$ cat src/hw/rtl/prbm_pkg.sv
// ----------------------------------------------------------------------------
// prbm_pkg
// Shared types, constants and codes of the path rule block matcher.
// ----------------------------------------------------------------------------
`default_nettype none
package prbm_pkg;
    // Table geometry is tied to the field widths of the stream interface.
    localparam int RULE_SLOTS      = 32;
    localparam int PATTERN_MAX     = 63;
    localparam int PATH_CAP_DEF    = 256;

    localparam logic [1:0] FUNC_HEADER  = 2'd0;
    localparam logic [1:0] FUNC_PATTERN = 2'd1;
    localparam logic [1:0] FUNC_PATH    = 2'd2;

    localparam logic [7:0] OP_SUFFIX = 8'd1;
    localparam logic [7:0] OP_PREFIX = 8'd2;
    localparam logic [7:0] OP_EQUALS = 8'd3;

    localparam logic CFG_ENFORCE = 1'b0;
    localparam logic CFG_COUNT   = 1'b1;

    localparam int IN_DATA_W  = 48;
    localparam int OUT_DATA_W = 16;

    typedef enum logic [2:0] {
        ST_IDLE,
        ST_HDR,
        ST_CMP,
        ST_NEXT,
        ST_DONE
    } t_state;

    // Controller to datapath.
    typedef struct packed {
        logic take_in;
        logic scan_start;
        logic rule_load;
        logic cmp_step;
        logic rule_next;
        logic result_load;
    } t_cmd;

    // Datapath to controller.
    typedef struct packed {
        logic scan_go;
        logic rule_more;
        logic rule_skip;
        logic cmp_done;
        logic cmp_fail;
    } t_status;
endpackage
`default_nettype wire

$ cat src/hw/rtl/prbm_ctrl.sv
// ----------------------------------------------------------------------------
// prbm_ctrl
// Controller of the matcher: item intake, rule scan sequencing and result.
// ----------------------------------------------------------------------------
`default_nettype none
module prbm_ctrl import prbm_pkg::*; (
    input  wire     i_clk,
    input  wire     i_rst_n,
    input  wire     i_in_valid,
    input  wire     i_in_scan,
    input  wire     i_out_busy,
    input  t_status i_status,
    output logic    o_in_ready,
    output t_cmd    o_cmd
);
    t_state r_state, n_state;

    always_ff @(posedge i_clk) begin
        if (!i_rst_n) begin
            r_state <= ST_IDLE;
        end else begin
            r_state <= n_state;
        end
    end

    always_comb begin
        n_state = r_state;
        case (r_state)
            ST_IDLE: begin
                if (i_in_valid && i_in_scan) begin
                    n_state = ST_HDR;
                end
            end
            ST_HDR: begin
                if (!i_status.scan_go || !i_status.rule_more) begin
                    n_state = ST_DONE;
                end else if (i_status.rule_skip) begin
                    n_state = ST_NEXT;
                end else begin
                    n_state = ST_CMP;
                end
            end
            ST_CMP: begin
                if (i_status.cmp_fail) begin
                    n_state = ST_NEXT;
                end else if (i_status.cmp_done) begin
                    n_state = ST_DONE;
                end
            end
            ST_NEXT: n_state = ST_HDR;
            ST_DONE: begin
                if (!i_out_busy) begin
                    n_state = ST_IDLE;
                end
            end
            default: n_state = ST_IDLE;
        endcase
    end

    always_comb begin
        o_cmd      = '0;
        o_in_ready = 1'b0;
        case (r_state)
            ST_IDLE: begin
                o_in_ready       = 1'b1;
                o_cmd.take_in    = i_in_valid;
                o_cmd.scan_start = i_in_valid && i_in_scan;
            end
            ST_HDR:  o_cmd.rule_load = 1'b1;
            ST_CMP:  o_cmd.cmp_step  = 1'b1;
            ST_NEXT: o_cmd.rule_next = 1'b1;
            ST_DONE: o_cmd.result_load = !i_out_busy;
            default: o_cmd = '0;
        endcase
    end
endmodule
`default_nettype wire

$ cat config.mk
export PLATFORM = sky130hd
export DESIGN_NAME = prbm_ctrl
export DESIGN_NICKNAME = d
export VERILOG_FILES = /design/src/hw/rtl/prbm_pkg.sv /design/src/hw/rtl/prbm_ctrl.sv
export SDC_FILE = /design/constraint.sdc
export NUM_CORES = 1
export LEC_CHECK = 0
export BUFFER_PORTS_ARGS = -buffer_cell sky130_fd_sc_hd__buf_4
export CAP_MARGIN = 20
export CORE_AREA = 5 5 42 44
export DETAILED_ROUTE_END_ITERATION = 16
export DIE_AREA = 0 0 47 49
export GPL_ROUTABILITY_DRIVEN = 1
export PLACE_DENSITY_LB_ADDON = 0.15
export SLEW_MARGIN = 40
export SYNTH_ARGS = -nofsm -noshare
export SYNTH_HDL_FRONTEND = slang
export SYNTH_SLANG_ARGS = --single-unit
$ cat constraint.sdc
create_clock -name i_clk -period 1.3 [get_ports i_clk]
set_clock_uncertainty 0.1 [all_clocks]
set_input_delay 0.195 -clock i_clk [delete_from_list [all_inputs] [get_ports i_clk]]
set_output_delay 0.195 -clock i_clk [all_outputs]
set_load 0.02 [all_outputs]
==> reports/results.md <==
Critical path
* r2r setup slk: -130 ps
* CP Data Arrival Time: 1210 ps
* r2r worst-path depth: 6
* CP endpoint kind: output port
* beginning of the worst register-to-register path: r_state[2]$_SDFFE_PN0P_
* crit path buf inv count: 2
* worst-path cell chain: buf_6, nor3_4, and3_4, buf_6
* Req. time, crit path: 1000 ps
* worst-path fanout max: 5
* nature of the critical path startpoint: register
* cell with the most instances on the worst path: sky130_fd_sc_hd__buf_6
* category of the most critical setup path: reg2out
* capture point of the worst reg-to-reg path: r_state[0]$_SDFFE_PN0P_
* Critical Path Start: r_state[1]$_SDFFE_PN0P_
* largest delay contributor family on the critical path: simple AND/OR/NAND/NOR gates
* Critical Path Max Stage Delay: 350 ps
* cell type of the slowest stage on the worst timing path: sky130_fd_sc_hd__dfxtp_4

GRT
* vias in the first global route: 337
* total grt overflow: 0
* combined global-route utilization of all metal layers: 8.386%
* antenna violations before repair: 0
* global-route wire length before repair: 1400 um
* pin count of the biggest net entering global routing: 6

STA
* Final Critical Period: 1504 ps
* Worst Tran Pin Value: 240.3 ps
* Final Hold Slack: 148.0 ps
* final hold viol count: 0
* fmax: 0.6649 GHz
* max_slew headroom: 83.81%
* RSZ-0062 raised after global routing: true
* final-report setup violation count: 9
* least setup slack across all paths after layout: -204.0 ps
* crit share post-route: 115.7%
* number of pins exceeding their max-slew limit in the final report: 0

Synth
* Yosys reg bits: 3
* sequential cell area fraction in the yosys report: 25.53%
* combinational family with the most area after synthesis: simple AND/OR/NAND/NOR gates
* share of synthesized area spent on multiplexers: 0%
* Commonest cells post-synth: sky130_fd_sc_hd__dfxtp_1, sky130_fd_sc_hd__nand2_1, sky130_fd_sc_hd__nor2_1
* number of warnings reported in the yosys synthesis log: 0
* fraction of synthesized cell area taken by the top area cell type: 25.53%
* parity-gate share of the synthesized area counting xor and xnor cells: 0%
* Post-Synth Simple-Gate Area: 48.40%
* Top FF cell, synth: sky130_fd_sc_hd__dfxtp_1
* mean instance size in the synthesized netlist: 7.841 sq um
* Post-synth EDFFs: 0
* number of distinct library cells after synthesis: 20
* synthesized netlist net count: 40
* gate count after technology mapping: 30
* arithmetic-cell share of the synthesized area counting full adders, half adders and majority gates: 0%
* cell type contributing the most total cell area after synthesis: sky130_fd_sc_hd__dfxtp_1
* Synth Cell Area: 235.2 sq um
* asr flop ratio synth: 0%
* Synth Area in Compound Gates: 20.74%
* ranking of synthesized cells by area: sky130_fd_sc_hd__dfxtp_1, sky130_fd_sc_hd__nor3b_2, sky130_fd_sc_hd__o41ai_2

Routing
* via count: 349
* Antenna Nets Post-Route: 0
* drt first-iter violations: 8
* drt total wl: 851 um
* ratio of routed vias to standard cells: 4.363
* first-pass iteration count of the detailed router: 4
* wire length per cell: 10.64 um
* DRC violations left: 0

Die
* Die X: 47 um
* die footprint: 0.002303 sq mm
* FP Rows: 14
* starting density of the core: 16.79%
* Core Region: 0.001401 sq mm
* top-level I/O count: 17
* die span in y: 49 um

Cells and area
* non-filler instance count after layout: 80
* share of post-route cells with drive strength above 1: 71.88%
* number of nets in the finished design: 75
* post-route cell area: 624.3 sq um
* registers with the most flip-flops: r_state (3)
* final core occ: 44.55%
* number of antenna repair diodes: 0
* layout overhead on the synthesized area: 165.4%
* flip-flop count of the largest register, all copies and words added: 3
* top register by number of flip-flops: r_state

Place
* Buffers on Ports: 16
* post-placement cell count: 67
* weighted congestion at the end of routability-driven global placement: 0.7545
* instance area at placement: 455.4 sq um
* Worst Setup Slack post-DPL: -24.94 ps

Clocking
* total clock buffers created by CTS: 3
* cell chosen for the clock root: sky130_fd_sc_hd__clkbuf_4
* CTS tree: built
* hold bufs inserted after CTS: 0
* clock latency on the worst-skew pair: 230 ps
* buffers from clock root to sink, at most: 2
* level count of the clock H-tree: 1
* clock sink count: 3
* Clock transition at path regs: 30 ps

Worst hold path
* HP Class: in2reg
* Worst Hold Endpoint: r_state[1]$_SDFFE_PN0P_
* worst hold path startpoint: i_status[4]
* instance count along the most critical hold path: 3

Power
* Flop pwr share: 21.4%
* Net Switching: 141.8 uW
* IR drop worst, VDD: 0.3189 mV
* fraction of power spent switching nets: 29.13%
* Comb power frac: 46.0%
* total power density per cell area: 779.5 mW/mm^2
* leakage dissipation: 0.2934 nW
* Internal Power: 344.9 uW
* relative contribution of the clock network to total power: 32.6%

Status
* status: finished with violations
* violations in the final reports: negative setup slack

Job
* number of maximum-capacitance constraint violations: 0

==> how the worst max path moves through the flow <==
stage	endpoint	slack, ps	cells past startpoint
after floorplan	o_cmd[4]	10	3
after global placement	r_state[2]$_SDFFE_PN0P_	-40	3
after detailed placement	r_state[2]$_SDFFE_PN0P_	-20	3
after CTS	o_cmd[4]	-200	4
after global routing	o_cmd[4]	-270	4
final	o_cmd[4]	-200	4
==> cells in the final DEF, fill, tap and decap left out, types with 2 or more instances in the layout <==
cell type,count
sky130_fd_sc_hd__nor3b_4,2
sky130_fd_sc_hd__a21oi_1,2
sky130_fd_sc_hd__nand4_1,2
sky130_fd_sc_hd__nor2_1,2
sky130_fd_sc_hd__inv_1,2
sky130_fd_sc_hd__nand2_1,3
sky130_fd_sc_hd__buf_4,18
sky130_fd_sc_hd__clkbuf_4,3
sky130_fd_sc_hd__dfxtp_4,3
sky130_fd_sc_hd__buf_6,12
==> logic make-up (layout without fill, tap and decap cells) <==
kind of cell / count (synthesis) / after routing
buffers and inverters: 3 / 37
AOI/OAI and AO/OA: 6 / 6
DFF: 3 / 3
and+or+nand+nor: 18 / 18
==> through the flow <==
stage	setup TNS (ps)	power [mW]
detailed placement	-34.11	0.2673
CTS	-1355	0.4793
global placement	-57.58	0.2674
global route	-2071	0.5291
finish	-1319	0.4867
floorplan	0	0.1906
==> cell type report <==
type                            instances  area [sq um]
Clock buffer                            4         26.28
Fill cell                             157         777.0
Inverter                                2         7.507
Multi-Input combinational cell         24         209.0
Sequential cell                         3         71.32
Tap cell                               16         20.02
Timing Repair Buffer                   31         290.3
==> power by group through the flow <==
| stage | Sequential, mW | Clock, mW | Combinational (mW) |
|---|---|---|---|
| after floorplan | 0.111 | 0 | 0.0800 |
| after detailed placement | 0.110 | 0 | 0.158 |
| final | 0.104 | 0.159 | 0.224 |
| after global placement | 0.110 | 0 | 0.157 |
| after CTS | 0.106 | 0.171 | 0.202 |
| after global routing | 0.105 | 0.183 | 0.240 |
==> worst register-to-register path, stage by stage (launching register included) <==
cell,delay (ps)
sky130_fd_sc_hd__dfxtp_4,340
sky130_fd_sc_hd__buf_12,120
sky130_fd_sc_hd__buf_6,110
sky130_fd_sc_hd__nor3b_4,210
sky130_fd_sc_hd__buf_4,150
sky130_fd_sc_hd__nand4_1,90
sky130_fd_sc_hd__a211oi_2,220
==> repair_timing <==
action	CTS	global route
endpoints found under the setup margin	9	10
buffers inserted	6	3
pin swaps	5	10
resized for setup	14	7
==> metal layers <==
metal  global-route usage, %  vias to the layer above  wire length [um]
li1                        -                      181                 -
met1                   9.471                      157               317
met2                   13.57                       11               456
met3                   2.583                        0                76
met4                   4.147                        0                 0
met5                       0                        -                 0
Note: power is estimated with default switching activity, not from simulation.
